**src/rtl/core/sbq_pkg.sv**
```systemverilog
// ----------------------------------------------------------------------------
// sbq_pkg
// Shared types and constants for the stereo direct form I biquad core.
// ----------------------------------------------------------------------------
package sbq_pkg;

  // Sample and coefficient formats: Q1.23 samples, Q4.20 coefficients.
  localparam int SAMPLE_BITS  = 24;
  localparam int COEFF_BITS   = 24;
  localparam int LANES        = 2;

  // Five products of SAMPLE_BITS x COEFF_BITS plus headroom for the sum.
  localparam int PROD_BITS    = SAMPLE_BITS + COEFF_BITS;
  localparam int ACC_BITS     = PROD_BITS + 3;
  localparam int DIV_CNT_BITS = $clog2(ACC_BITS + 1);

  // Number of multiply-accumulate terms per sample.
  localparam int MAC_TERMS    = 5;
  localparam int MAC_CNT_BITS = $clog2(MAC_TERMS + 1);

  // Configuration port.
  localparam int CFG_ADDR_BITS = 3;

  typedef enum logic [CFG_ADDR_BITS-1:0] {
    REG_B0 = 3'd0,
    REG_B1 = 3'd1,
    REG_B2 = 3'd2,
    REG_A0 = 3'd3,
    REG_A1 = 3'd4,
    REG_A2 = 3'd5
  } reg_idx_t;

  localparam logic signed [COEFF_BITS-1:0] B0_RESET = COEFF_BITS'(1048576);
  localparam logic signed [COEFF_BITS-1:0] A0_RESET = COEFF_BITS'(1048576);

  // Coefficient set shared by all lanes.
  typedef struct packed {
    logic signed [COEFF_BITS-1:0] b0;
    logic signed [COEFF_BITS-1:0] b1;
    logic signed [COEFF_BITS-1:0] b2;
    logic signed [COEFF_BITS-1:0] a0;
    logic signed [COEFF_BITS-1:0] a1;
    logic signed [COEFF_BITS-1:0] a2;
  } coef_t;

  // Status and result of one lane toward the merging stage.
  typedef struct packed {
    logic                          done;
    logic                          err;
    logic signed [SAMPLE_BITS-1:0] y;
  } lane_res_t;

  // Stream payload widths; the divisor error flag travels in tuser.
  localparam int IN_BITS   = LANES * SAMPLE_BITS;
  localparam int IN_BYTES  = (IN_BITS + 7) / 8;
  localparam int OUT_BITS  = LANES * SAMPLE_BITS;
  localparam int OUT_BYTES = (OUT_BITS + 7) / 8;

endpackage

```
**src/rtl/core/sbq_divider.sv**
```systemverilog
// ----------------------------------------------------------------------------
// sbq_divider
// Restoring unsigned divider, one quotient bit per cycle.
// ----------------------------------------------------------------------------
module sbq_divider (
  input  logic                                 clk,
  input  logic                                 rst,
  input  logic                                 start,
  input  logic [sbq_pkg::ACC_BITS-1:0]         dividend,
  input  logic [sbq_pkg::COEFF_BITS-1:0]       divisor,
  output logic                                 done,
  output logic [sbq_pkg::ACC_BITS-1:0]         quotient
);

  logic [sbq_pkg::COEFF_BITS-1:0]   rem;
  logic [sbq_pkg::COEFF_BITS-1:0]   rem_next;
  logic [sbq_pkg::ACC_BITS-1:0]     dvd;
  logic [sbq_pkg::COEFF_BITS-1:0]   den;
  logic [sbq_pkg::DIV_CNT_BITS-1:0] cnt;
  logic                             busy;
  logic [sbq_pkg::COEFF_BITS:0]     trial;
  logic [sbq_pkg::COEFF_BITS:0]     diff;
  logic                             qbit;

  // Shift in the next dividend bit and try a subtraction.
  always_comb begin
    trial    = {rem, dvd[sbq_pkg::ACC_BITS-1]};
    diff     = trial - {1'b0, den};
    qbit     = (trial >= {1'b0, den});
    rem_next = qbit ? diff[sbq_pkg::COEFF_BITS-1:0] : trial[sbq_pkg::COEFF_BITS-1:0];
  end

  // Iteration control; done pulses once after the last quotient bit.
  always_ff @(posedge clk) begin
    if (rst) begin
      busy <= 1'b0;
      done <= 1'b0;
      cnt  <= '0;
    end else begin
      done <= !start && busy && (cnt == sbq_pkg::DIV_CNT_BITS'(1));
      if (start) begin
        busy <= 1'b1;
        cnt  <= sbq_pkg::DIV_CNT_BITS'(sbq_pkg::ACC_BITS);
      end else if (busy) begin
        cnt <= cnt - 1'b1;
        if (cnt == sbq_pkg::DIV_CNT_BITS'(1)) begin
          busy <= 1'b0;
        end
      end
    end
  end

  // Datapath registers.
  always_ff @(posedge clk) begin
    if (start) begin
      rem      <= '0;
      dvd      <= dividend;
      den      <= divisor;
      quotient <= '0;
    end else if (busy) begin
      rem      <= rem_next;
      dvd      <= {dvd[sbq_pkg::ACC_BITS-2:0], 1'b0};
      quotient <= {quotient[sbq_pkg::ACC_BITS-2:0], qbit};
    end
  end

endmodule

```
**src/rtl/core/sbq_lane.sv**
```systemverilog
// ----------------------------------------------------------------------------
// sbq_lane
// One channel of the biquad: history, serial MAC and divide with saturation.
// ----------------------------------------------------------------------------
module sbq_lane (
  input  logic                                 clk,
  input  logic                                 rst,
  input  logic                                 start,
  input  logic signed [sbq_pkg::SAMPLE_BITS-1:0] x,
  input  sbq_pkg::coef_t                       coef,
  output sbq_pkg::lane_res_t                   res
);

  typedef enum logic [3:0] {
    L_IDLE = 4'b0001,
    L_MAC  = 4'b0010,
    L_PREP = 4'b0100,
    L_DIV  = 4'b1000
  } lane_state_t;

  localparam int SB = sbq_pkg::SAMPLE_BITS;
  localparam int CB = sbq_pkg::COEFF_BITS;
  localparam int AB = sbq_pkg::ACC_BITS;
  localparam int PB = sbq_pkg::PROD_BITS;

  lane_state_t                     state;
  logic [sbq_pkg::MAC_CNT_BITS-1:0] cnt;
  logic signed [SB-1:0]            x_q;
  logic signed [SB-1:0]            x1;
  logic signed [SB-1:0]            x2;
  logic signed [SB-1:0]            y1;
  logic signed [SB-1:0]            y2;
  logic signed [CB-1:0]            op_c;
  logic signed [SB-1:0]            op_d;
  logic                            op_sub;
  logic signed [PB-1:0]            prod_q;
  logic                            prod_vld;
  logic                            prod_sub;
  logic signed [AB-1:0]            acc;
  logic signed [AB-1:0]            prod_ext;
  logic                            neg_q;
  logic [AB-1:0]                   acc_mag;
  logic [CB-1:0]                   den_mag;
  logic                            div_start;
  logic                            div_done;
  logic [AB-1:0]                   quo;
  logic signed [SB-1:0]            y_sat;

  // Operand selection for the shared multiplier.
  always_comb begin
    op_c   = '0;
    op_d   = '0;
    op_sub = 1'b0;
    unique case (cnt)
      3'd0:    begin op_c = coef.b0; op_d = x_q; end
      3'd1:    begin op_c = coef.b1; op_d = x1;  end
      3'd2:    begin op_c = coef.b2; op_d = x2;  end
      3'd3:    begin op_c = coef.a1; op_d = y1; op_sub = 1'b1; end
      3'd4:    begin op_c = coef.a2; op_d = y2; op_sub = 1'b1; end
      default: begin op_c = '0;      op_d = '0; end
    endcase
  end

  assign prod_ext = AB'(prod_q);

  // Magnitudes for the unsigned divider.
  always_comb begin
    acc_mag = acc[AB-1] ? AB'(-acc) : AB'(acc);
    den_mag = coef.a0[CB-1] ? CB'(-coef.a0) : CB'(coef.a0);
  end

  assign div_start = (state == L_PREP) && (coef.a0 != '0);

  sbq_divider u_div (
    .clk      (clk),
    .rst      (rst),
    .start    (div_start),
    .dividend (acc_mag),
    .divisor  (den_mag),
    .done     (div_done),
    .quotient (quo)
  );

  // Apply the sign and saturate the quotient to the sample range.
  always_comb begin
    if (neg_q) begin
      if ((quo[AB-1:SB] != '0) || (quo[SB-1] && (quo[SB-2:0] != '0))) begin
        y_sat = {1'b1, {(SB-1){1'b0}}};
      end else begin
        y_sat = SB'(-quo[SB-1:0]);
      end
    end else begin
      if (quo[AB-1:SB-1] != '0) begin
        y_sat = {1'b0, {(SB-1){1'b1}}};
      end else begin
        y_sat = SB'(quo[SB-1:0]);
      end
    end
  end

  // Multiply-accumulate pipeline: product register, then accumulator.
  always_ff @(posedge clk) begin
    if (start) begin
      x_q <= x;
      acc <= '0;
    end else if (state == L_MAC) begin
      if (cnt < sbq_pkg::MAC_CNT_BITS'(sbq_pkg::MAC_TERMS)) begin
        prod_q   <= op_c * op_d;
        prod_sub <= op_sub;
      end
      if (prod_vld) begin
        acc <= prod_sub ? (acc - prod_ext) : (acc + prod_ext);
      end
    end
    if (state == L_PREP) begin
      neg_q <= acc[AB-1] ^ coef.a0[CB-1];
    end
  end

  // Sequencer and history update.
  always_ff @(posedge clk) begin
    if (rst) begin
      state    <= L_IDLE;
      cnt      <= '0;
      prod_vld <= 1'b0;
      res      <= '0;
      x1       <= '0;
      x2       <= '0;
      y1       <= '0;
      y2       <= '0;
    end else begin
      // A result is ready when a zero divisor skips the divide or the divider finishes.
      res.done <= ((state == L_PREP) && (coef.a0 == '0)) || ((state == L_DIV) && div_done);
      unique case (state)
        L_IDLE: begin
          if (start) begin
            state    <= L_MAC;
            cnt      <= '0;
            prod_vld <= 1'b0;
          end
        end
        L_MAC: begin
          cnt      <= cnt + 1'b1;
          prod_vld <= (cnt < sbq_pkg::MAC_CNT_BITS'(sbq_pkg::MAC_TERMS));
          if (cnt == sbq_pkg::MAC_CNT_BITS'(sbq_pkg::MAC_TERMS)) begin
            state <= L_PREP;
          end
        end
        L_PREP: begin
          // A zero divisor forces a zero output and flags the error.
          if (coef.a0 == '0) begin
            res.err  <= 1'b1;
            res.y    <= '0;
            x1       <= x_q;
            x2       <= x1;
            y1       <= '0;
            y2       <= y1;
            state    <= L_IDLE;
          end else begin
            state <= L_DIV;
          end
        end
        L_DIV: begin
          if (div_done) begin
            res.err  <= 1'b0;
            res.y    <= y_sat;
            x1       <= x_q;
            x2       <= x1;
            y1       <= y_sat;
            y2       <= y1;
            state    <= L_IDLE;
          end
        end
        default: state <= L_IDLE;
      endcase
    end
  end

endmodule

```
**config.mk**
```make
export PLATFORM = sky130hd
export DESIGN_NAME = sbq_lane
export DESIGN_NICKNAME = d
export VERILOG_FILES = /design/src/rtl/core/sbq_pkg.sv /design/src/rtl/core/sbq_divider.sv /design/src/rtl/core/sbq_lane.sv
export SDC_FILE = /design/constraint.sdc
export NUM_CORES = 2
export LEC_CHECK = 0
export BUFFER_PORTS_ARGS = -buffer_cell sky130_fd_sc_hd__buf_2
export CORE_AREA = 2 2 222 334
export CTS_CLUSTER_SIZE = 20
export DETAILED_ROUTE_END_ITERATION = 10
export DIE_AREA = 0 0 224 336
export GPL_TIMING_DRIVEN = 0
export PLACE_DENSITY_LB_ADDON = 0.1
export SLEW_MARGIN = 40
export SYNTH_ARGS = -nofsm -noshare
export SYNTH_HDL_FRONTEND = slang
export SYNTH_SLANG_ARGS = --single-unit
export TNS_END_PERCENT = 20
```
**constraint.sdc**
```tcl
create_clock -name clk -period 10.7 [get_ports clk]
set_input_delay 1.605 -clock clk [delete_from_list [all_inputs] [get_ports clk]]
set_output_delay 1.605 -clock clk [all_outputs]
set_load 0.1 [all_outputs]
```
==> results.md <==
- The count of cell types in the netlist is 94.
- The count of flip-flops with a built-in enable after synthesis is 149.
- In this run the worst path has a maximum fanout of 10.
- The clock latency on the worst-skew pair is 0.60 ns.
- In the routed layout, each cell is associated on average with a via count of 6.03.
- The smallest setup slack after layout is 0.326 ns.
- In the global route stage, met2 resource usage came out at 67.9%.
- The clock sink count is 389.
- In this run the worst setup path terminates at prod_q[45].
- The wire length after detailed routing is between 100 and 150 mm.
- Port buffering added 195 buffers.
- The path type of the worst setup path is flip-flop to flip-flop.
- The cell with the biggest individual delay on the critical path is clkbuf_1.
- The most frequent standard cell in the layout excluding fill and tap cells is nand2_1.
- Clock-pin slew was measured on the worst setup and hold paths at 0.07 ns.
- The minimum clock period after layout is slightly above 10 ns.
- The met3 demand-to-capacity share in global routing is 5.97%.
- After routing the design area is 47200 um2.
- The total I/O pin count is approximately 200.
- Clock skew on the completed layout was measured at 0.0390 ns.
- The synthesized area per cell is 8.82 um2.
- The clock root buffer master is clkbuf_16.
- The number of endpoints failing setup at the final stage is 0.
- The met1 track demand over resource is 42.4%.
- From left edge to right edge, the die measures about 220 um.
- STA puts the critical path data required time at 10.99 ns.
- The worst setup path is launched from a flip-flop.
- For this run, the number of Yosys warnings is 0.
- The first TritonRoute pass finished after 6 iterations.
- The sequential cell area fraction in the yosys report is 21.5%.
- Based on the critical path, the design can be clocked at up to 0.0964 GHz.
- After technology mapping, the gate count stands at 4885.
- The detailed-route wire length per cell is 23.5 um.
- The flow ran to the end, and the final reports show no timing, DRC or antenna violations.
- The global-route usage over all layers is 38.8%.
- The H-tree was split into 2 levels.
- Timing analysis after detailed placement gives a worst setup slack of -1.75 ns.
- The global placement routability congestion is 1.02.
- The launch point of the critical path is cnt[0].
- Cells with a size suffix above 1 make up about 8.6% of the layout.
- In the synthesized netlist the dominant register cell turns out to be dfxtp_1.
- In this run the critical register-to-register path is captured at prod_q[45].
- The worst register-to-register path begins at cnt[0].
- The async set or reset register ratio after synthesis is 0%.
- The most used routing layer is met2.
- The initial utilization of the core area, before any placement, comes to 59.7%.
- The number of vias after detailed routing is 36800.
- The count of final max-slew check failures is 0.
- The placed cell area is 45500 um2.
- The maximum number of pins on one net before global-route repair is a little under 50.
- The HPWL after detailed placement is 118 mm.
- The TritonCTS clock tree is done.
- Leaving out fill and tap cells, the most frequent cells in the layout are nand2_1, inv_1, fa_1, nor2_1, a21oi_1.
- The class of the worst hold path is flip-flop to flip-flop.
- The number of rows in the core area is 121.
- The worst setup path is captured at a flip-flop.
- The first global-routing pass estimated 219 mm of wire.
- The final cycle utilization of the critical path is 97.0%.
- The number of nets in the layout is 6145.
- The core area is 72200 um2.
- Across the run, the number of max-cap violations was 0.
- The worst pin sits at a relative slew slack of 39.3%.
- Setup repair after global routing left no endpoint under its margin.
- The maximum root-to-sink buffer count is 3.
- The die covers roughly 75000 um2.
- The number of nets in the synthesized netlist is 5884.
- The residual DRC count is 0.
- The count of nets left with antenna violations after detail routing is 0.
- From synthesis to final layout, the design area changed by 9.45%.
- In this run the vertical extent of the chip is 336 um.
- The pin slew with the least headroom to its limit is approximately 0.91 ns.
- The worst reg-to-reg path cell count is 32.
- The CTS buffer count is between 40 and 50.
- For the worst setup path, the data arrival time is 10.66 ns.
- The via count of the first global-routing pass was 37900.
- Setup slack on the worst reg-to-reg path comes out at 0.33 ns.
- The post-synthesis sequential element count is 389.
- The cell area that synthesis handed to floorplanning was 43100 um2.
- The largest stage delay on the critical path is approximately 0.64 ns.
- The final-report hold violation count came to 0.
- The initial antenna violation count was 1.
- Summed over all layers, the global routing overflow is 0.
- The number of design-rule violations left by the first detailed-router iteration is just under 3000.
## area by class of cell
cell class                      count  area [um2]
Fill cell                        6293       25100
Clock buffer                       58        1170
Sequential cell                   389        9280
Antenna cell                        1        2.50
Clock inverter                     20         208
Multi-Input combinational cell   3537       30400
Timing Repair Buffer              219        1200
Inverter                          727        2730
Buffer                            230        1020
Tap cell                          922        1150
## registers in the layout, indices dropped and copies added, names as in the netlist, 3 cells and up
name            flops
prod_q             48
res                26
cnt                 3
u_div.quotient     51
u_div.cnt           6
u_div.rem          24
x1                 24
acc                51
x2                 24
u_div.dvd          51
state               4
y2                 24
x_q                24
u_div.den          24
## cells in the mapped netlist (26+ instances only)
cell      number  area [um2]
and2_1        55         344
a31oi_1       30         188
a222oi_1      43         430
dfxtp_1      240        4800
xnor2_1      146        1280
o21ai_1       35         175
mux2i_1       70         701
nand4_1       26         163
nor2_1       350        1310
nand3_1       54         270
edfxtp_1     149        4470
nor3_1        48         240
a21o_1        47         353
o21ai_0      179         896
inv_1        725        2720
a22oi_1       55         413
a21oi_1      272        1360
clkbuf_1     197         739
fa_1         609       12200
xor2_1        76         666
nand2_1      794        2980
o31ai_1       35         263
o21a_1        44         330
ha_1         219        2740
## worst max-delay path: cells and delay by family, from the launching register on
kind | cells | cell delay (ns)
compound gates | 8 | 2.59
fa+ha+maj | 9 | 3.91
buf+inv | 10 | 1.96
flops | 1 | 0.36
simple gates | 5 | 1.20
## how the worst min path moves through the flow
stage / startpoint / to / slack, ns / cells past startpoint
floorplan: u_div.rem[23] / u_div.rem[23] / 0.43 / 2
global placement: u_div.rem[23] / u_div.rem[23] / 0.44 / 2
detailed placement: x2[4] / x2[4] / 0.45 / 2
CTS: x2[4] / x2[4] / 0.46 / 2
global route: x2[17] / x2[17] / 0.47 / 2
finish: x2[0] / x2[0] / 0.46 / 2
## metrics by stage
step                      utilization (%)  hold WS [ns]  std cells  TNS [ns]
after floorplan                         -         0.426       4885         0
after global placement               62.6         0.440       6002    -25.48
after detailed placement             63.0         0.446       6015    -22.82
after CTS                            65.1         0.455       6100   -0.0113
after global routing                 65.3         0.471       6103         0
final                                65.3         0.456       6103         0
## layer usage
layer / share of wire (%) / vias to the layer above
li1: - / 16500
met1: 34 / 18100
met2: 49 / 1667
met3: 7.4 / 501
met4: 9.2 / 0
met5: 0 / -
## timing repair
| action | 4_1_cts | 5_1_grt |
|---|---|---|
| resized for setup | 45 | 46 |
| hold buffers | 0 | 0 |
| setup endpoints to repair | 27 | 11 |
| buffers inserted | 8 | 3 |
| pin swaps | 9 | 5 |
## cells by family (layout without fill, tap and decap cells)
group,count (synthesis),count (layout),share of synthesized area [%]
XOR/XNOR,222,222,4.51
AO/OA/AOI/OAI,901,901,13.5
AND/OR/NAND/NOR,1514,1514,15.6
other,0,1,0
buffers and inverters,959,1254,8.52
flip-flops,389,389,21.5
multiplexers,72,72,1.68
adder cells (fa/ha/maj),828,828,34.7
Power is left out: the tool's default activity adds up to more than one toggle a clock period on the data nets, which glitch-free logic cannot reach.
